--- config.mk ---
export PLATFORM = sky130hd
export DESIGN_NAME = duration_text_parser_unit_flat
export DESIGN_NICKNAME = d
export VERILOG_FILES = /design/src/rtl/dtp_pkg.sv /design/src/rtl/dtp_in_if.sv /design/src/rtl/dtp_out_if.sv /design/src/rtl/dtp_datapath.sv /design/src/rtl/dtp_ctrl.sv /design/src/rtl/duration_text_parser_unit.sv /design/src/flat_wrapper.sv
export SDC_FILE = /design/constraint.sdc
export NUM_CORES = 1
export LEC_CHECK = 0
export BUFFER_PORTS_ARGS = -buffer_cell sky130_fd_sc_hd__buf_2
export CORE_MARGIN = 5
export CORE_UTILIZATION = 35
export CTS_CLUSTER_SIZE = 24
export DETAILED_ROUTE_END_ITERATION = 10
export GPL_TIMING_DRIVEN = 0
export HOLD_SLACK_MARGIN = 0.02
export PLACE_DENSITY = 0.49
export SLEW_MARGIN = 0
export SYNTH_ARGS = -nofsm -noshare
export SYNTH_HDL_FRONTEND = slang
export SYNTH_HIERARCHICAL = 1
export SYNTH_SLANG_ARGS = --single-unit
--- constraint.sdc ---
create_clock -name clk_i -period 23.2 [get_ports clk_i]
set_clock_uncertainty 0.2 [all_clocks]
set_input_delay 1.16 -clock clk_i [delete_from_list [all_inputs] [get_ports clk_i]]
set_output_delay 1.16 -clock clk_i [all_outputs]
set_load 0.005 [all_outputs]
--- src/rtl/dtp_pkg.sv ---
// ----------------------------------------------------------------------------
// dtp_pkg
// Shared widths, character codes, total step codes and the control/status bundles passed
// between the duration parser controller and datapath.
// ----------------------------------------------------------------------------
package dtp_pkg;

  localparam int unsigned CHAR_W  = 8;
  localparam int unsigned CNT_W   = 32;
  localparam int unsigned CALC_W  = 52;
  localparam int unsigned TOTAL_W = 53;

  localparam logic [CHAR_W-1:0] CH_P     = 8'h50;
  localparam logic [CHAR_W-1:0] CH_T     = 8'h54;
  localparam logic [CHAR_W-1:0] CH_W     = 8'h57;
  localparam logic [CHAR_W-1:0] CH_D     = 8'h44;
  localparam logic [CHAR_W-1:0] CH_H     = 8'h48;
  localparam logic [CHAR_W-1:0] CH_M     = 8'h4D;
  localparam logic [CHAR_W-1:0] CH_S     = 8'h53;
  localparam logic [CHAR_W-1:0] CH_MINUS = 8'h2D;
  localparam logic [CHAR_W-1:0] CH_PLUS  = 8'h2B;
  localparam logic [CHAR_W-1:0] CH_ZERO  = 8'h30;
  localparam logic [CHAR_W-1:0] CH_NINE  = 8'h39;

  // total computation steps
  localparam logic [1:0] STEP_WEEKS   = 2'd0;
  localparam logic [1:0] STEP_HOURS   = 2'd1;
  localparam logic [1:0] STEP_MINUTES = 2'd2;
  localparam logic [1:0] STEP_SECONDS = 2'd3;

  // character class flags and accumulator overflow flag from the datapath decoder
  typedef struct packed {
    logic dig;
    logic ovf;
    logic minus;
    logic plus;
    logic p;
    logic t;
    logic w;
    logic d;
    logic h;
    logic m;
    logic s;
  } dtp_status_t;

  typedef struct packed {
    logic       acc_first;
    logic       acc_add;
    logic       acc_clr;
    logic       set_neg;
    logic       st_w;
    logic       st_d;
    logic       st_h;
    logic       st_m;
    logic       st_s;
    logic       calc_en;
    logic [1:0] calc_step;
    logic       load_out;
    logic       clear_all;
  } dtp_cmd_t;

endpackage

--- src/rtl/dtp_in_if.sv ---
// ----------------------------------------------------------------------------
// dtp_in_if
// Character stream channel: one text byte per word plus an end-of-string flag.
// ----------------------------------------------------------------------------
interface dtp_in_if;
  logic       valid;
  logic       ready;
  logic [7:0] char_code;
  logic       final_char;

  modport source (output valid, output char_code, output final_char, input ready);
  modport sink   (input valid, input char_code, input final_char, output ready);
endinterface

--- src/rtl/dtp_out_if.sv ---
// ----------------------------------------------------------------------------
// dtp_out_if
// Result channel: sign, the five unit counts and the signed total in seconds.
// ----------------------------------------------------------------------------
interface dtp_out_if;
  logic        valid;
  logic        ready;
  logic        is_forward;
  logic [31:0] week_count;
  logic [31:0] day_count;
  logic [31:0] hour_count;
  logic [31:0] minute_count;
  logic [31:0] second_count;
  logic [52:0] total_secs;

  modport source (output valid, output is_forward, output week_count, output day_count,
                  output hour_count, output minute_count, output second_count,
                  output total_secs, input ready);
  modport sink   (input valid, input is_forward, input week_count, input day_count,
                  input hour_count, input minute_count, input second_count,
                  input total_secs, output ready);
endinterface

--- src/rtl/dtp_datapath.sv ---
// ----------------------------------------------------------------------------
// dtp_datapath
// Character decoder, decimal accumulator, unit count registers, shift-add
// total evaluator and the output word register.
// ----------------------------------------------------------------------------
module dtp_datapath (
  input  logic                     clk_i,
  input  logic                     rst_ni,
  input  logic [7:0]               char_code_i,
  input  dtp_pkg::dtp_cmd_t        cmd_i,
  output dtp_pkg::dtp_status_t     status_o,
  output logic                     is_forward_o,
  output logic [31:0]              week_count_o,
  output logic [31:0]              day_count_o,
  output logic [31:0]              hour_count_o,
  output logic [31:0]              minute_count_o,
  output logic [31:0]              second_count_o,
  output logic [52:0]              total_secs_o
);
  import dtp_pkg::*;

  logic [CNT_W-1:0]   acc_q, acc_d;
  logic [CNT_W-1:0]   weeks_q, days_q, hours_q, minutes_q, seconds_q;
  logic               fwd_q;
  logic [CALC_W-1:0]  calc_q, calc_d;
  logic [CNT_W-1:0]   digit_val;
  logic [CNT_W+3:0]   acc_x10;
  logic [TOTAL_W-1:0] total_d;

  logic               out_fwd_q;
  logic [CNT_W-1:0]   out_w_q, out_d_q, out_h_q, out_m_q, out_s_q;
  logic [TOTAL_W-1:0] out_total_q;

  // character classes
  always_comb begin
    status_o.dig   = (char_code_i >= CH_ZERO) && (char_code_i <= CH_NINE);
    status_o.minus = (char_code_i == CH_MINUS);
    status_o.plus  = (char_code_i == CH_PLUS);
    status_o.p     = (char_code_i == CH_P);
    status_o.t     = (char_code_i == CH_T);
    status_o.w     = (char_code_i == CH_W);
    status_o.d     = (char_code_i == CH_D);
    status_o.h     = (char_code_i == CH_H);
    status_o.m     = (char_code_i == CH_M);
    status_o.s     = (char_code_i == CH_S);
    status_o.ovf   = |acc_x10[CNT_W+3:CNT_W];
  end

  assign digit_val = CNT_W'(char_code_i - CH_ZERO);
  // acc*10 + digit, kept wide enough to see a carry past 32 bits
  assign acc_x10 = {1'b0, acc_q, 3'b000} + {3'b000, acc_q, 1'b0} + {4'b0000, digit_val};

  always_comb begin
    acc_d = acc_q;
    if (cmd_i.clear_all || cmd_i.acc_clr) begin
      acc_d = '0;
    end else if (cmd_i.acc_first) begin
      acc_d = digit_val;
    end else if (cmd_i.acc_add) begin
      acc_d = acc_x10[CNT_W-1:0];
    end
  end

  // ((((w*7+d)*24+h)*60+m)*60+s), one step per cycle while calc_en is set, constants as shift-add
  always_comb begin
    case (cmd_i.calc_step)
      STEP_WEEKS:   calc_d = {17'd0, weeks_q, 3'b000} - {20'd0, weeks_q}
                             + {20'd0, days_q};
      STEP_HOURS:   calc_d = {calc_q[CALC_W-5:0], 4'b0000} + {calc_q[CALC_W-4:0], 3'b000}
                             + {20'd0, hours_q};
      STEP_MINUTES: calc_d = {calc_q[CALC_W-7:0], 6'b000000} - {calc_q[CALC_W-3:0], 2'b00}
                             + {20'd0, minutes_q};
      STEP_SECONDS: calc_d = {calc_q[CALC_W-7:0], 6'b000000} - {calc_q[CALC_W-3:0], 2'b00}
                             + {20'd0, seconds_q};
      default:      calc_d = calc_q;
    endcase
  end

  assign total_d = fwd_q ? {1'b0, calc_q} : (TOTAL_W'(0) - {1'b0, calc_q});

  always_ff @(posedge clk_i or negedge rst_ni) begin
    if (!rst_ni) begin
      acc_q     <= '0;
      weeks_q   <= '0;
      days_q    <= '0;
      hours_q   <= '0;
      minutes_q <= '0;
      seconds_q <= '0;
      fwd_q     <= 1'b1;
    end else begin
      acc_q <= acc_d;
      if (cmd_i.clear_all) begin
        weeks_q   <= '0;
        days_q    <= '0;
        hours_q   <= '0;
        minutes_q <= '0;
        seconds_q <= '0;
        fwd_q     <= 1'b1;
      end else begin
        if (cmd_i.st_w) weeks_q   <= acc_q;
        if (cmd_i.st_d) days_q    <= acc_q;
        if (cmd_i.st_h) hours_q   <= acc_q;
        if (cmd_i.st_m) minutes_q <= acc_q;
        if (cmd_i.st_s) seconds_q <= acc_q;
        if (cmd_i.set_neg) fwd_q  <= 1'b0;
      end
    end
  end

  always_ff @(posedge clk_i) begin
    if (cmd_i.calc_en) begin
      calc_q <= calc_d;
    end
    if (cmd_i.load_out) begin
      out_fwd_q   <= fwd_q;
      out_w_q     <= weeks_q;
      out_d_q     <= days_q;
      out_h_q     <= hours_q;
      out_m_q     <= minutes_q;
      out_s_q     <= seconds_q;
      out_total_q <= total_d;
    end
  end

  assign is_forward_o   = out_fwd_q;
  assign week_count_o   = out_w_q;
  assign day_count_o    = out_d_q;
  assign hour_count_o   = out_h_q;
  assign minute_count_o = out_m_q;
  assign second_count_o = out_s_q;
  assign total_secs_o   = out_total_q;

endmodule

--- src/rtl/dtp_ctrl.sv ---
// ----------------------------------------------------------------------------
// dtp_ctrl
// Syntax state machine for the duration text and sequencer for the total
// evaluation and result hand-off.
// ----------------------------------------------------------------------------
module dtp_ctrl (
  input  logic                 clk_i,
  input  logic                 rst_ni,
  input  logic                 in_valid_i,
  input  logic                 in_final_i,
  output logic                 in_ready_o,
  output logic                 out_valid_o,
  input  logic                 out_ready_i,
  input  dtp_pkg::dtp_status_t status_i,
  output dtp_pkg::dtp_cmd_t    cmd_o
);
  import dtp_pkg::*;

  localparam logic [1:0] ST_PARSE = 2'd0;
  localparam logic [1:0] ST_CALC  = 2'd1;
  localparam logic [1:0] ST_LOAD  = 2'd2;

  localparam logic [2:0] PH_START       = 3'd0;
  localparam logic [2:0] PH_SIGNED      = 3'd1;
  localparam logic [2:0] PH_DATE_EMPTY  = 3'd2;
  localparam logic [2:0] PH_DATE_DIGITS = 3'd3;
  localparam logic [2:0] PH_AFTER_DAYS  = 3'd4;
  localparam logic [2:0] PH_TIME_EMPTY  = 3'd5;
  localparam logic [2:0] PH_TIME_DIGITS = 3'd6;
  localparam logic [2:0] PH_STOPPED     = 3'd7;

  logic [1:0] state_q, state_d;
  logic [2:0] phase_q, phase_d;
  logic [1:0] tstage_q, tstage_d;
  logic [1:0] step_q, step_d;
  logic       out_valid_q, out_valid_d;
  logic       in_fire;
  logic       out_free;

  assign in_ready_o  = (state_q == ST_PARSE);
  assign in_fire     = in_valid_i && in_ready_o;
  assign out_free    = !out_valid_q || out_ready_i;
  assign out_valid_o = out_valid_q;

  always_comb begin
    cmd_o       = '0;
    state_d     = state_q;
    phase_d     = phase_q;
    tstage_d    = tstage_q;
    step_d      = step_q;
    out_valid_d = out_valid_q && !out_ready_i;

    case (state_q)
      ST_PARSE: begin
        if (in_fire) begin
          case (phase_q)
            PH_START: begin
              if (status_i.minus) begin
                cmd_o.set_neg = 1'b1;
                phase_d       = PH_SIGNED;
              end else if (status_i.plus) begin
                phase_d = PH_SIGNED;
              end else if (status_i.p) begin
                phase_d = PH_DATE_EMPTY;
              end else begin
                phase_d = PH_STOPPED;
              end
            end
            PH_SIGNED: begin
              phase_d = status_i.p ? PH_DATE_EMPTY : PH_STOPPED;
            end
            PH_DATE_EMPTY: begin
              if (status_i.t) begin
                phase_d = PH_TIME_EMPTY;
              end else if (status_i.dig) begin
                cmd_o.acc_first = 1'b1;
                phase_d         = PH_DATE_DIGITS;
              end else begin
                phase_d = PH_STOPPED;
              end
            end
            PH_DATE_DIGITS: begin
              if (status_i.dig && !status_i.ovf) begin
                cmd_o.acc_add = 1'b1;
              end else begin
                cmd_o.acc_clr = 1'b1;
                phase_d       = PH_STOPPED;
                if (status_i.w) begin
                  cmd_o.st_w = 1'b1;
                end else if (status_i.d) begin
                  cmd_o.st_d = 1'b1;
                  phase_d    = PH_AFTER_DAYS;
                end
              end
            end
            PH_AFTER_DAYS: begin
              phase_d = status_i.t ? PH_TIME_EMPTY : PH_STOPPED;
            end
            PH_TIME_EMPTY: begin
              if (status_i.dig) begin
                cmd_o.acc_first = 1'b1;
                phase_d         = PH_TIME_DIGITS;
              end else begin
                phase_d = PH_STOPPED;
              end
            end
            PH_TIME_DIGITS: begin
              if (status_i.dig && !status_i.ovf) begin
                cmd_o.acc_add = 1'b1;
              end else begin
                cmd_o.acc_clr = 1'b1;
                phase_d       = PH_STOPPED;
                // time units only in the order hours, minutes, seconds
                if (status_i.h && tstage_q == 2'd0) begin
                  cmd_o.st_h = 1'b1;
                  tstage_d   = 2'd1;
                  phase_d    = PH_TIME_EMPTY;
                end else if (status_i.m && tstage_q <= 2'd1) begin
                  cmd_o.st_m = 1'b1;
                  tstage_d   = 2'd2;
                  phase_d    = PH_TIME_EMPTY;
                end else if (status_i.s && tstage_q <= 2'd2) begin
                  cmd_o.st_s = 1'b1;
                  tstage_d   = 2'd3;
                end
              end
            end
            default: phase_d = PH_STOPPED;
          endcase
          if (in_final_i) begin
            state_d = ST_CALC;
            step_d  = STEP_WEEKS;
          end
        end
      end
      ST_CALC: begin
        cmd_o.calc_en   = 1'b1;
        cmd_o.calc_step = step_q;
        step_d          = step_q + 2'd1;
        if (step_q == STEP_SECONDS) begin
          state_d = ST_LOAD;
        end
      end
      ST_LOAD: begin
        if (out_free) begin
          cmd_o.load_out  = 1'b1;
          cmd_o.clear_all = 1'b1;
          out_valid_d     = 1'b1;
          phase_d         = PH_START;
          tstage_d        = 2'd0;
          state_d         = ST_PARSE;
        end
      end
      default: state_d = ST_PARSE;
    endcase
  end

  always_ff @(posedge clk_i or negedge rst_ni) begin
    if (!rst_ni) begin
      state_q     <= ST_PARSE;
      phase_q     <= PH_START;
      tstage_q    <= 2'd0;
      step_q      <= STEP_WEEKS;
      out_valid_q <= 1'b0;
    end else begin
      state_q     <= state_d;
      phase_q     <= phase_d;
      tstage_q    <= tstage_d;
      step_q      <= step_d;
      out_valid_q <= out_valid_d;
    end
  end

endmodule

--- src/rtl/duration_text_parser_unit.sv ---
// ----------------------------------------------------------------------------
// duration_text_parser_unit
// Byte-serial calendar duration text parser: unit counts plus signed total
// in seconds, one result word per string.
// ----------------------------------------------------------------------------
//  channel  dir  word contents
//  -------  ---  ---------------------------------------------------------
//  in_i     in   char_code[7:0], final_char
//  out_o    out  is_forward, week/day/hour/minute/second_count[31:0],
//                total_secs[52:0] (two's complement)
//
//  Ordinary characters are taken one per cycle while the parser is in its
//  parse state. After a final character, input is held off while the four
//  shift-add steps of the total evaluator run and the output register is
//  loaded. The load waits while a previous result is still held on out_o;
//  parsing of the next string proceeds while a result waits. Reset is
//  asynchronous, active low, and leaves the parser ready for a new string.
// ----------------------------------------------------------------------------
module duration_text_parser_unit (
  input  logic      clk_i,
  input  logic      rst_ni,
  dtp_in_if.sink    in_i,
  dtp_out_if.source out_o
);
  import dtp_pkg::*;

  dtp_cmd_t    cmd;
  dtp_status_t status;

  dtp_ctrl u_ctrl (
    .clk_i       (clk_i),
    .rst_ni      (rst_ni),
    .in_valid_i  (in_i.valid),
    .in_final_i  (in_i.final_char),
    .in_ready_o  (in_i.ready),
    .out_valid_o (out_o.valid),
    .out_ready_i (out_o.ready),
    .status_i    (status),
    .cmd_o       (cmd)
  );

  dtp_datapath u_datapath (
    .clk_i          (clk_i),
    .rst_ni         (rst_ni),
    .char_code_i    (in_i.char_code),
    .cmd_i          (cmd),
    .status_o       (status),
    .is_forward_o   (out_o.is_forward),
    .week_count_o   (out_o.week_count),
    .day_count_o    (out_o.day_count),
    .hour_count_o   (out_o.hour_count),
    .minute_count_o (out_o.minute_count),
    .second_count_o (out_o.second_count),
    .total_secs_o   (out_o.total_secs)
  );

  // end of string blocks input while the total is evaluated
  a_final_stalls: assert property (@(posedge clk_i) disable iff (!rst_ni)
    in_i.valid && in_i.ready && in_i.final_char |=> !in_i.ready)
    else $error("input taken right after end of string");

  a_fwd_nonneg: assert property (@(posedge clk_i) disable iff (!rst_ni)
    out_o.valid && out_o.is_forward |-> !out_o.total_secs[52])
    else $error("positive duration with negative total");

  a_back_nonpos: assert property (@(posedge clk_i) disable iff (!rst_ni)
    out_o.valid && !out_o.is_forward |-> out_o.total_secs[52] || out_o.total_secs == '0)
    else $error("negative duration with positive total");

endmodule

--- src/flat_wrapper.sv ---
// flat-port wrapper written by rule: the top's interface ports become plain ports
module duration_text_parser_unit_flat import dtp_pkg::*;
  (clk_i, rst_ni, in_i_valid, in_i_char_code, in_i_final_char, in_i_ready, out_o_valid, out_o_is_forward, out_o_week_count, out_o_day_count, out_o_hour_count, out_o_minute_count, out_o_second_count, out_o_total_secs, out_o_ready);
  dtp_in_if in_i_i ();
  dtp_out_if out_o_i ();
  input  logic clk_i;
  input  logic rst_ni;
  input wire logic [$bits(in_i_i.valid)-1:0] in_i_valid;
  input wire logic [$bits(in_i_i.char_code)-1:0] in_i_char_code;
  input wire logic [$bits(in_i_i.final_char)-1:0] in_i_final_char;
  output wire logic [$bits(in_i_i.ready)-1:0] in_i_ready;
  output wire logic [$bits(out_o_i.valid)-1:0] out_o_valid;
  output wire logic [$bits(out_o_i.is_forward)-1:0] out_o_is_forward;
  output wire logic [$bits(out_o_i.week_count)-1:0] out_o_week_count;
  output wire logic [$bits(out_o_i.day_count)-1:0] out_o_day_count;
  output wire logic [$bits(out_o_i.hour_count)-1:0] out_o_hour_count;
  output wire logic [$bits(out_o_i.minute_count)-1:0] out_o_minute_count;
  output wire logic [$bits(out_o_i.second_count)-1:0] out_o_second_count;
  output wire logic [$bits(out_o_i.total_secs)-1:0] out_o_total_secs;
  input wire logic [$bits(out_o_i.ready)-1:0] out_o_ready;
  assign in_i_i.valid = in_i_valid;
  assign in_i_i.char_code = in_i_char_code;
  assign in_i_i.final_char = in_i_final_char;
  assign in_i_ready = in_i_i.ready;
  assign out_o_valid = out_o_i.valid;
  assign out_o_is_forward = out_o_i.is_forward;
  assign out_o_week_count = out_o_i.week_count;
  assign out_o_day_count = out_o_i.day_count;
  assign out_o_hour_count = out_o_i.hour_count;
  assign out_o_minute_count = out_o_i.minute_count;
  assign out_o_second_count = out_o_i.second_count;
  assign out_o_total_secs = out_o_i.total_secs;
  assign out_o_i.ready = out_o_ready;
  duration_text_parser_unit u_core (.clk_i(clk_i), .rst_ni(rst_ni), .in_i(in_i_i), .out_o(out_o_i));
endmodule
# Word level (Yosys, flattened, before mapping)

Index checks and enable logic that the tools add are counted.

Register bits after elaboration: 469
Bits of input ports: 13
Output and inout bits: 216
Logic and storage cells: 174

Add/subtract/negate cells: 12
$lt $le $gt $ge: 4
Equal/unequal tests: 30
Multiplexer cells: 76
Reduce and logical (&&, ||, !) cells: 31

Operator list:

| kind                                                 | number |
|---|---|
| two-way mux 32 bit                                   | 13 |
| one-hot mux 52 bit (4 select lines)                  | 1 |
| adder 52 x 32 -> 52 bit                              | 3 |
| equality test 8 x 7 -> 1 bit (second input constant) | 7 |
| subtractor 1 x 52 -> 53 bit (first input constant)   | 1 |
| adder 52 bit                                         | 1 |
| two-way mux 52 bit                                   | 1 |
| subtractor 52 bit                                    | 1 |
| two-way mux 2 bit                                    | 22 |
| two-way mux 3 bit                                    | 13 |
| adder 36 x 33 -> 37 bit                              | 1 |
| adder 35 x 33 -> 36 bit                              | 1 |
| adder 36 x 32 -> 36 bit                              | 1 |
| subtractor 35 x 32 -> 36 bit                         | 1 |
| one-hot mux 3 bit (7 select lines)                   | 1 |
| two-way mux 1 bit                                    | 18 |
| two-way mux 9 bit                                    | 2 |
| equality test 8 x 6 -> 1 bit (second input constant) | 2 |
| nonzero test 2 bit                                   | 8 |
| equality test 3 bit (second input constant)          | 3 |
| subtractor 8 x 6 -> 9 bit (second input constant)    | 1 |
| equality test 2 bit (second input constant)          | 4 |
| >= comparator 8 x 6 -> 1 bit (second input constant) | 1 |
| <= comparator 8 x 6 -> 1 bit (second input constant) | 1 |
| other kinds (26)                                     | 45 |

# Longest topological paths before layout

Gate-level depths: netlist (run 1).

Depth in word-level cells: 12
Gate-level depth with buffers: 25
Mapped depth without buffers: 24

# Hierarchy

The synthesis (run 1) kept the hierarchy.

Modules (own cells, without submodules):

| module       | times used | cells an instance | area each (sq um) | seq. area each (sq um) |
|---|---|---|---|---|
| dtp_datapath | 1          | 3159              | 31889.3           | 12818.5 |
| dtp_ctrl     | 1          | 112               | 855.8             | 250.2 |

# Least setup slack after synthesis (run 1)

Ideal clock, no wire load.

Path type: input -> register
Start: in in_i_char_code[4]
End: reg u_core.u_datapath.acc_q[22]
Setup time: 65 ps
Data arrival time: 7873 ps
Required time: 22935 ps
Path slack: 15062 ps
Cell stages on the path: 20
Buffers on the path: 1
Cell sequence: ha_1 -> nor3_1 -> fa_1 -> ha_1 -> nand4_1 -> o31ai_1 -> nor2_1 -> o31a_1 -> a211oi_1 -> nand2_1 -> a31oi_1 -> mux2i_1 -> nor4_1 -> nand2_1 -> nand2b_1 -> and3_1 -> nor4_1 -> clkbuf_1 -> nand2_1 -> nand2_1

RTL lines:

| element              | line               | source |
|---|---|---|
| from (decl)          | flat_wrapper.sv:9  | `input wire logic [$bits(in_i_i.char_code)-1:0] in_i_char_code;` |
| to (signal assigned) | dtp_datapath.sv:83 | `acc_q <= '0;` |
| to (signal assigned) | dtp_datapath.sv:91 | `acc_q <= acc_d;` |
| to (decl)            | dtp_datapath.sv:22 | `logic [CNT_W-1:0] acc_q, acc_d;` |

==> metrics, run 1 <==
number of buffers created by CTS 56; HPWL Detailed roughly 86000 µm; Syn Nets approximately 3600; Critical Path AT 7.93 ns; CP max-delay cell nor2b_4; sum of buffers and inverters on the critical path 4; result of the run completed; max-cap check violation count 0; required time worst endpoint between 20 and 25 ns; Seq/Total Area, Yosys 0.399; critical path peak fanout 29; Pwr Total between 5 and 6 mW; maximum level of the CTS H-tree 2; CP peak stage delay 0.77 ns; setup repair after global routing missed its margin no; Max clock buf depth 3; number of buffers added on ports between 200 and 250; worst relative slew slack 0.0353; fraction of met1 tracks used by global routing 0.309; antenna viol nets, final 0; share of synthesized registers carrying an async set or reset 0.433; final instance count without filler cells ~5000; flip-flop count of the largest register after layout 53; full die area roughly 0.10 mm²; pin count of the biggest net entering global routing approximately 120; fill cell count between 9000 and 10000; cells taking the most area after synthesis edfxtp_1, dfrtp_1, ha_1, mux2i_1, xnor2_1; Clock Latency Late Sink approximately 0.65 ns; final worst-path setup slack 15.39 ns; Leakage Power roughly 17 nW; number of enable-type register cells in the synthesized netlist 266; vertical extent of the die approximately 320 µm; GP Congestion about 0.94; cell at the root of the clock tree clkbuf_16; number of cells produced by synthesis around 3300; Worst Hold Class reg2reg; number of DRC markers in iteration 0 around 2000; CTS tree yes; family with the most delay on the worst path simple AND/OR/NAND/NOR gates; Setup crit end kind flop; CP startpoint kind flop; part of the cycle the worst path needs 0.337; first-pass GRT wire length around 160000 µm; fraction of final layout cells sized beyond drive strength 1 0.112; average cell area after synthesis ~10 µm²; CP Class reg2reg; GRT Residual Overflow 0; ordered list of cells on the worst path buf_2 > nor2b_4 > and2_1 > clkbuf_1 > nand2_1 > clkbuf_1 > mux2_2 > ha_1 > inv_1 > fa_1 > nand2b_1 > a21oi_1 > o31a_1 > o221ai_1 > o31ai_1 > o211a_1 > o2111ai_1 > or2_2 > nor4_1 > xor2_1 > o221ai_1; most common cell in the synthesized netlist nor2_1; FF+latch count, synth between 400 and 500; top-level port count 229; Floorplan Core Area a little over 0.09 mm²; area added between synthesis and finish 14.6%; P per Cell Area approximately 140 mW/mm²; maximum ir drop on the vdd rail just under 70 µV; total of hold buffers inserted after clock tree synthesis 0; Cells after DPL about 4800; effective utilization at floorplan 0.352; Tmin final 7.81 ns; total length of routed wires 109000 µm; Site Rows around 110; area share of the largest cell type after synthesis 0.244; total track usage 0.213; Setup TNS Final 0 ns; TritonCTS Sinks 469; count of nets after finishing about 3900; count of cells resized by post-cts repair 0; Fmax achieved about 130 MHz; Via Count roughly 26000; count of cell types in the netlist between 80 and 90; detailed-router iteration count before antenna repair 5; post-CTS setup buffer count 0; register clock-pin slew on the reported worst setup and hold paths roughly 0.060 ns; DRC violations left 0; final hold slack between 0.2 and 0.3 ns; setup-violating endpoint count in the final report 0; antenna violations before repair 3; met2 usage in global routing 0.340; number of warnings issued by yosys 6; Die X-Extent ~320 µm; mapped cell area 0.0327 mm²; Worst Max-Slew Pin Slew 1.43 ns; pre-CTS WS between 15 and 20 ns; layer carrying the most global-route usage met2; max-slew violation count 0; met3 global-route usage 0.0260; top cells by count, synth nor2_1, edfxtp_1, ha_1; average vias per placed instance approximately 5.3; number of global-route vias before repair roughly 26000; predominant post-synthesis flop cell edfxtp_1; largest area contributor in the synthesized netlist edfxtp_1; average wire length per cell after detail routing ~22 µm; number of endpoints with negative hold slack in the final report 0
## report_power, final
part / internal, mW / leakage (nW) / switching (mW)
clock: 0.552 / 0.936 / 0.375
combinational: 1.16 / 10.3 / 1.91
sequential: 1.05 / 5.30 / 0.187
total: 2.76 / 16.6 / 2.47
## worst register-to-register path: stages, from the launching register on
cell and delay, ns:
dfrtp_1 0.31, buf_2 0.23, nor2b_4 0.77, and2_1 0.47
clkbuf_1 0.72, nand2_1 0.19, clkbuf_1 0.38, mux2_2 0.35
ha_1 0.20, inv_1 0.07, fa_1 0.38, nand2b_1 0.18
a21oi_1 0.20, o31a_1 0.24, o221ai_1 0.19, o31ai_1 0.76
o211a_1 0.32, o2111ai_1 0.29, or2_2 0.46, nor4_1 0.25
xor2_1 0.18, o221ai_1 0.15
## kinds of logic (layout without fill, tap and decap cells)
family | count (synthesis) | in the layout | synth area share
multiplexers | 204 | 204 | 0.0643
AND/OR/NAND/NOR | 888 | 888 | 0.129
AO/OA/AOI/OAI | 830 | 830 | 0.163
adder cells (fa/ha/maj) | 327 | 327 | 0.139
flip-flops | 469 | 469 | 0.399
buffers and inverters | 287 | 626 | 0.0340
XOR/XNOR | 266 | 266 | 0.0716
other | 0 | 1 | 0
## final timing paths
path,start,to,slack [ns],depth (start not counted)
worst min-delay path,u_core/u_datapath/seconds_q[2],u_core/u_datapath/second_count_o[2],0.28,0
worst min register to register,u_core/u_datapath/seconds_q[2],u_core/u_datapath/second_count_o[2],0.28,0
worst max register to register,u_core/u_ctrl/state_q[0],u_core/u_datapath/calc_q[50],15.39,21
max in group asynchronous,rst_ni,u_core/u_datapath/minutes_q[14],21.37,2
min in group asynchronous,rst_ni,u_core/u_ctrl/phase_q[2],0.36,1
worst max-delay path,u_core/u_ctrl/state_q[0],u_core/u_datapath/calc_q[50],15.39,21
## metrics by stage
| stage | area (µm²) | util |
|---|---|---|
| 2_1_floorplan | 32700 | - |
| 6_report | 37500 | 0.403 |
| 3_3_place_gp | 35500 | 0.381 |
| 3_5_place_dp | 35600 | 0.382 |
| 5_1_grt | 37500 | 0.403 |
| 4_1_cts | 37500 | 0.403 |
## per-layer routing
| layer | wire (µm) | share of wire |
|---|---|---|
| met1 | 51700 | 0.48 |
| met2 | 48600 | 0.45 |
| met3 | 5320 | 0.049 |
| met4 | 2880 | 0.027 |
| met5 | 0 | 0 |
## placed cells by master (no fill, tap or decap), drive strengths merged, types with 38 or more instances in the layout
master,count
a211oi,38
a21o,112
a21oi,248
a31oi,41
and3,42
buf,267
clkbuf,153
dfrtp,202
edfxtp,266
fa,61
ha,266
inv,169
mux2i,172
nand2,212
nand3,47
nor2,327
nor3,52
o21ai,156
xnor2,189
xor2,77
## layout make-up
| type | count | area [µm²] | share of cell area |
|---|---|---|---|
| Multi-Input combinational cell | 2515 | 18600 | 0.495 |
| Sequential cell | 469 | 13100 | 0.348 |
| Tap cell | 1254 | 1570 | 0.0418 |
| Clock buffer | 66 | 1460 | 0.0389 |
| Timing Repair Buffer | 233 | 1250 | 0.0333 |
| Inverter | 166 | 623 | 0.0166 |
| Buffer | 121 | 498 | 0.0133 |
| Clock inverter | 40 | 473 | 0.0126 |
| Antenna cell | 1 | 2.50 | 0.0000667 |
(Power assumes the default switching activity.)
==> run 2: changes to the inputs <==
PLACE_DENSITY = 0.51   (was 0.49)
clock period = 6.8 ns   (was 23.2 ns; I/O delays follow)
==> metrics, run 2 (synthesis gave the netlist of run 1 again) <==
result of the run completed; worst relative slew slack 0.0668; part of the cycle the worst path needs 0.950; Tmin final around 6.5 ns; full die area ~0.1 mm²; maximum ir drop on the vdd rail ~220 µV; most common cell after layout, fill and taps aside nor2_1; antenna diode count 0; setup slack of the most critical reg-to-reg path 0.34 ns; average vias per placed instance ~5.3; fraction of final layout cells sized beyond drive strength 1 0.116; Clock Latency Late Sink approximately 0.65 ns; number of DRC markers in iteration 0 ~2000; effective utilization at floorplan 0.352; vertical extent of the die 316 µm; top-level port count around 230; maximum level of the CTS H-tree 2; setup-violating endpoint count in the final report 0; setup repair after global routing missed its margin yes; pin count of the biggest net entering global routing ~120; register clock-pin slew on the reported worst setup and hold paths approximately 0.060 ns; antenna violations before repair 2; Max clock buf depth 3; Leakage Power 16.7 nW; detailed-router iteration count before antenna repair 5; Setup TNS Final 0 ns; antenna viol nets, final 0; Via Count around 26000; total track usage 0.211; area added between synthesis and finish 15.2%; DRC violations left 0; max-cap check violation count 0; leading cell types in the layout, fill and taps excluded nor2_1, ha_1, edfxtp_1; Site Rows roughly 110; average wire length per cell after detail routing between 20 and 25 µm; depth of the most critical reg-to-reg path 21; worst hold path stage count 3; Worst Hold Class in2reg; total length of routed wires between 100000 and 150000 µm; number of global-route vias before repair roughly 26000; critical path peak fanout 10; CTS tree yes; max-slew violation count 0; first-pass GRT wire length 161000 µm; Floorplan Core Area ~0.093 mm²; number of buffers created by CTS 56; GP Congestion 0.906; count of nets after finishing 3914; GRT Residual Overflow 0; Setup crit end kind flop; final instance count without filler cells 4876; flip-flop count of the largest register after layout between 50 and 60; Die X-Extent approximately 320 µm; cell at the root of the clock tree clkbuf_16; Fmax achieved between 150 and 200 MHz; Worst Max-Slew Pin Slew about 1.4 ns; HPWL Detailed roughly 85000 µm; Cells after DPL about 4800; Critical Path AT about 6.8 ns; number of endpoints with negative hold slack in the final report 0; CP Class reg2reg; TritonCTS Sinks 469; P per Cell Area between 400 and 500 mW/mm²; required time worst endpoint 7.09 ns; CP startpoint kind flop; number of buffers added on ports about 230
-- run 2: metal layers --
metal / vias to the layer above / wire (µm) / global-route usage
li1: 12600 / - / -
met1: 12700 / 51400 / 0.308
met2: 636 / 48500 / 0.341
met3: 94 / 5340 / 0.0229
met4: 0 / 2060 / 0.0424
met5: - / 0 / 0
-- run 2: layout make-up --
| type | count | area (µm²) |
|---|---|---|
| fillers | 9343 | 55300 |
| well taps | 1254 | 1570 |
| repair buffers | 245 | 1380 |
| inverters | 166 | 623 |
| clock inverters | 40 | 467 |
| multi-input cells | 2516 | 18600 |
| plain buffers | 120 | 508 |
| flip-flops and latches | 469 | 13100 |
| clock buffers | 66 | 1480 |
-- run 2: stage by stage --
stage                     hold WS, ns  worst slack (ns)  cell area, µm²  total power [mW]   util
after global routing           0.0869           -0.0479           37700              19.2  0.405
after CTS                      0.0457             0.125           37700              17.7  0.405
after global placement          0.266             -2.72           35500              14.4  0.381
final                          0.0903             0.342           37700              17.8  0.405
after floorplan                -0.156            0.0628           32800              11.6      -
after detailed placement        0.226             -1.01           35600              14.4  0.383
-- run 2: path summary, 6_finish.rpt --
kind                                                        to                      startpoint
max                            u_core/u_datapath/minutes_q[14]      u_core/u_datapath/acc_q[3]
min                                 u_core/u_datapath/acc_q[6]               in_i_char_code[6]
max reg2reg                    u_core/u_datapath/minutes_q[14]      u_core/u_datapath/acc_q[3]
min reg2reg                u_core/u_datapath/minute_count_o[2]  u_core/u_datapath/minutes_q[2]
max in group asynchronous      u_core/u_datapath/minutes_q[18]                          rst_ni
min in group asynchronous         u_core/u_datapath/weeks_q[4]                          rst_ni
-- run 2: timing repair --
action | CTS | global route
resized for setup | 4 | 13
hold buffers | 11 | 0
setup buffers | 1 | 0
setup endpoints to repair | 102 | 72
cloned | 1 | 0
endpoints found under the hold margin | 99 | 0
-- run 2: worst max-delay path: stages, from the launching register on --
cell and delay (ns):
dfrtp_1 0.67, inv_1 0.13, fa_1 0.56, inv_1 0.04, ha_1 0.31, o21ai_0 0.12
o21ai_0 0.20, o211ai_1 0.21, o41ai_2 0.52, nor3_1 0.14, or3_1 0.42, a31oi_1 0.24
a31oi_1 0.14, xor2_1 0.15, nand2_1 0.20, nand2b_1 0.18, nand4_1 0.17, nor2_1 0.18
clkbuf_1 0.48, buf_1 0.71, mux2i_1 0.27, nor2_1 0.06
-- run 2: power breakdown --
group / internal [mW] / total, mW / switching (mW)
clock: 1.87 / 3.16 / 1.29
combinational: 3.96 / 10.4 / 6.44
sequential: 3.59 / 4.23 / 0.633
==> run 3: changes to the inputs <==
clock period = 5.4 ns   (was 6.8 ns; I/O delays follow)
==> metrics, run 3 (synthesis gave the netlist of run 1 again) <==
result of the run complete, but fails checks; violated checks negative setup slack; flip-flop count of the largest register after layout between 50 and 60; total track usage 0.216; antenna viol nets, final 0; area added between synthesis and finish 22.2%; number of endpoints with negative hold slack in the final report 0; register clock-pin slew on the reported worst setup and hold paths roughly 0.070 ns; CP max-delay cell or4_4; worst reg2reg endpoint u_core/u_datapath/calc_q[35]; max-cap check violation count 0; Stages on worst setup path 22; first-pass GRT wire length 166000 µm; number of global-route vias before repair ~27000; Critical Path Start u_core/u_datapath/weeks_q[2]; average vias per placed instance between 5 and 6; Cells after DPL 4759; Clock Latency Late Sink ~0.66 ns; average wire length per cell after detail routing 22.2 µm; Worst Hold Class in2reg; setup slack of the most critical reg-to-reg path -0.01 ns; setup repair after global routing missed its margin yes; full die area 0.0998 mm²; sum of buffers and inverters on the critical path 1; Setup TNS Final -0.0113 ns; critical path peak fanout 3; setup-violating endpoint count in the final report 1; vertical extent of the die around 320 µm; Via Count between 20000 and 30000; top-level port count between 200 and 250; count of nets after finishing ~4000; Critical Path End u_core/u_datapath/calc_q[35]; antenna violations before repair 4; final instance count without filler cells roughly 5000; CP peak stage delay around 0.50 ns; total length of routed wires 111000 µm; TritonCTS Sinks roughly 470; part of the cycle the worst path needs 1.00; family with the most delay on the worst path simple AND/OR/NAND/NOR gates; Die X-Extent 316 µm; pre-CTS WS -1.14 ns; final worst-path setup slack -0.0113 ns; max-slew violation count 0; GP Congestion between 0.8 and 0.9; most common cell after layout, fill and taps aside nor2_1; DRC violations left 0; leading cell types in the layout, fill and taps excluded nor2_1, edfxtp_1, buf_2, ha_1, a21oi_1; pin count of the biggest net entering global routing roughly 120; Leakage Power 17.6 nW; number of buffers created by CTS between 50 and 60; detailed-router iteration count before antenna repair 5; Setup crit end kind flop; maximum level of the CTS H-tree 2; ordered list of cells on the worst path ha_4 > or3_4 > o221ai_2 > o211ai_1 > buf_4 > and2_4 > a21oi_4 > o21bai_1 > and3_4 > a31oi_4 > xnor2_2 > ha_4 > and4_4 > nand2_4 > or4_4 > a21oi_4 > o221ai_4 > o21ai_2 > a21oi_2 > nor4_2 > xor2_1 > a221o_1; Max clock buf depth 3; maximum ir drop on the vdd rail around 300 µV; CTS tree yes; number of DRC markers in iteration 0 1830; CP startpoint kind flop; Site Rows around 110; effective utilization at floorplan 0.352; CP Class reg2reg; HPWL Detailed 85800 µm; Fmax achieved 185 MHz; Floorplan Core Area just over 0.09 mm²; end-of-flow core utilization 0.430; beginning of the worst register-to-register path u_core/u_datapath/weeks_q[2]; worst relative slew slack 0.113; GRT Residual Overflow 0; cell at the root of the clock tree clkbuf_16; Tmin final 5.41 ns; number of buffers added on ports between 200 and 250; P per Cell Area 594 mW/mm²; depth of the most critical reg-to-reg path 22; fraction of final layout cells sized beyond drive strength 1 0.204; required time worst endpoint 5.57 ns; Worst Max-Slew Pin Slew 1.32 ns; Critical Path AT ~5.6 ns
==> run 3: changes by cell type in the layout (fill, tap and decap cells not counted), moves of 15 or more <==
cell,before,now
a21oi_1,246,219
a21oi_2,2,25
buf_4,1,135
buf_6,3,20
clkbuf_1,91,74
dfrtp_1,202,171
dfrtp_2,0,30
ha_1,266,234
ha_4,0,20
o21ai_0,149,134
==> run 3: metal layers <==
| metal | vias to the layer above | share of wire | global-route usage |
|---|---|---|---|
| li1 | 12800 | - | - |
| met1 | 13100 | 0.47 | 0.314 |
| met2 | 607 | 0.46 | 0.353 |
| met3 | 116 | 0.049 | 0.0241 |
| met4 | 0 | 0.020 | 0.0432 |
| met5 | - | 0 | 0 |
==> run 3: how the worst min path moves through the flow <==
stage / start / end / slack, ns / depth (start not counted)
2_1_floorplan: rst_ni / u_core/u_ctrl/out_valid_o / -0.23 / 0
3_3_place_gp: u_core/u_datapath/minutes_q[30] / u_core/u_datapath/minute_count_o[30] / 0.26 / 0
3_5_place_dp: rst_ni / u_core/u_datapath/acc_q[1] / 0.02 / 1
4_1_cts: in_i_char_code[6] / u_core/u_ctrl/phase_q[2] / 0.07 / 6
5_1_grt: in_i_char_code[6] / u_core/u_ctrl/phase_q[2] / 0.14 / 6
6_report: in_i_char_code[6] / u_core/u_datapath/acc_q[7] / 0.13 / 5
==> run 3: final cells by class <==
class / instances / area, µm²
diodes: 1 / 2.50
plain buffers: 109 / 627
clock buffers: 73 / 1470
clock inverters: 29 / 414
fillers: 9216 / 53000
inverters: 166 / 623
multi-input cells: 2516 / 19700
flip-flops and latches: 469 / 13100
well taps: 1254 / 1570
repair buffers: 381 / 2500
==> run 3: what timing repair did <==
action,in CTS,in global routing
setup buffers,58,74
gates cloned,1,0
pin swaps,21,87
resized for setup,111,200
endpoints found under the hold margin,218,0
endpoints found under the setup margin,227,212
hold buffers,15,0
==> run 3: metrics by stage <==
stage	hold slack, ns	instance area [µm²]	power [mW]
after floorplan	-0.226	32900	14.6
after global placement	0.263	35600	18.3
after detailed placement	0.0214	35800	18.3
after CTS	0.0696	38700	22.8
after global routing	0.136	40000	25.5
final	0.132	40000	23.8
==> run 3: power by group <==
group	internal (mW)	switching, mW
registers	4.53	0.581
logic	5.88	8.86
clock network	2.32	1.59
==> run 3: worst register-to-register path: cells and delay by family, from the launching register on <==
family	cells	cell delay, ns
fa+ha+maj	2	0.47
compound gates	10	1.73
xor+xnor	2	0.24
simple gates	7	1.86
buf+inv	1	0.16
flops	1	0.43
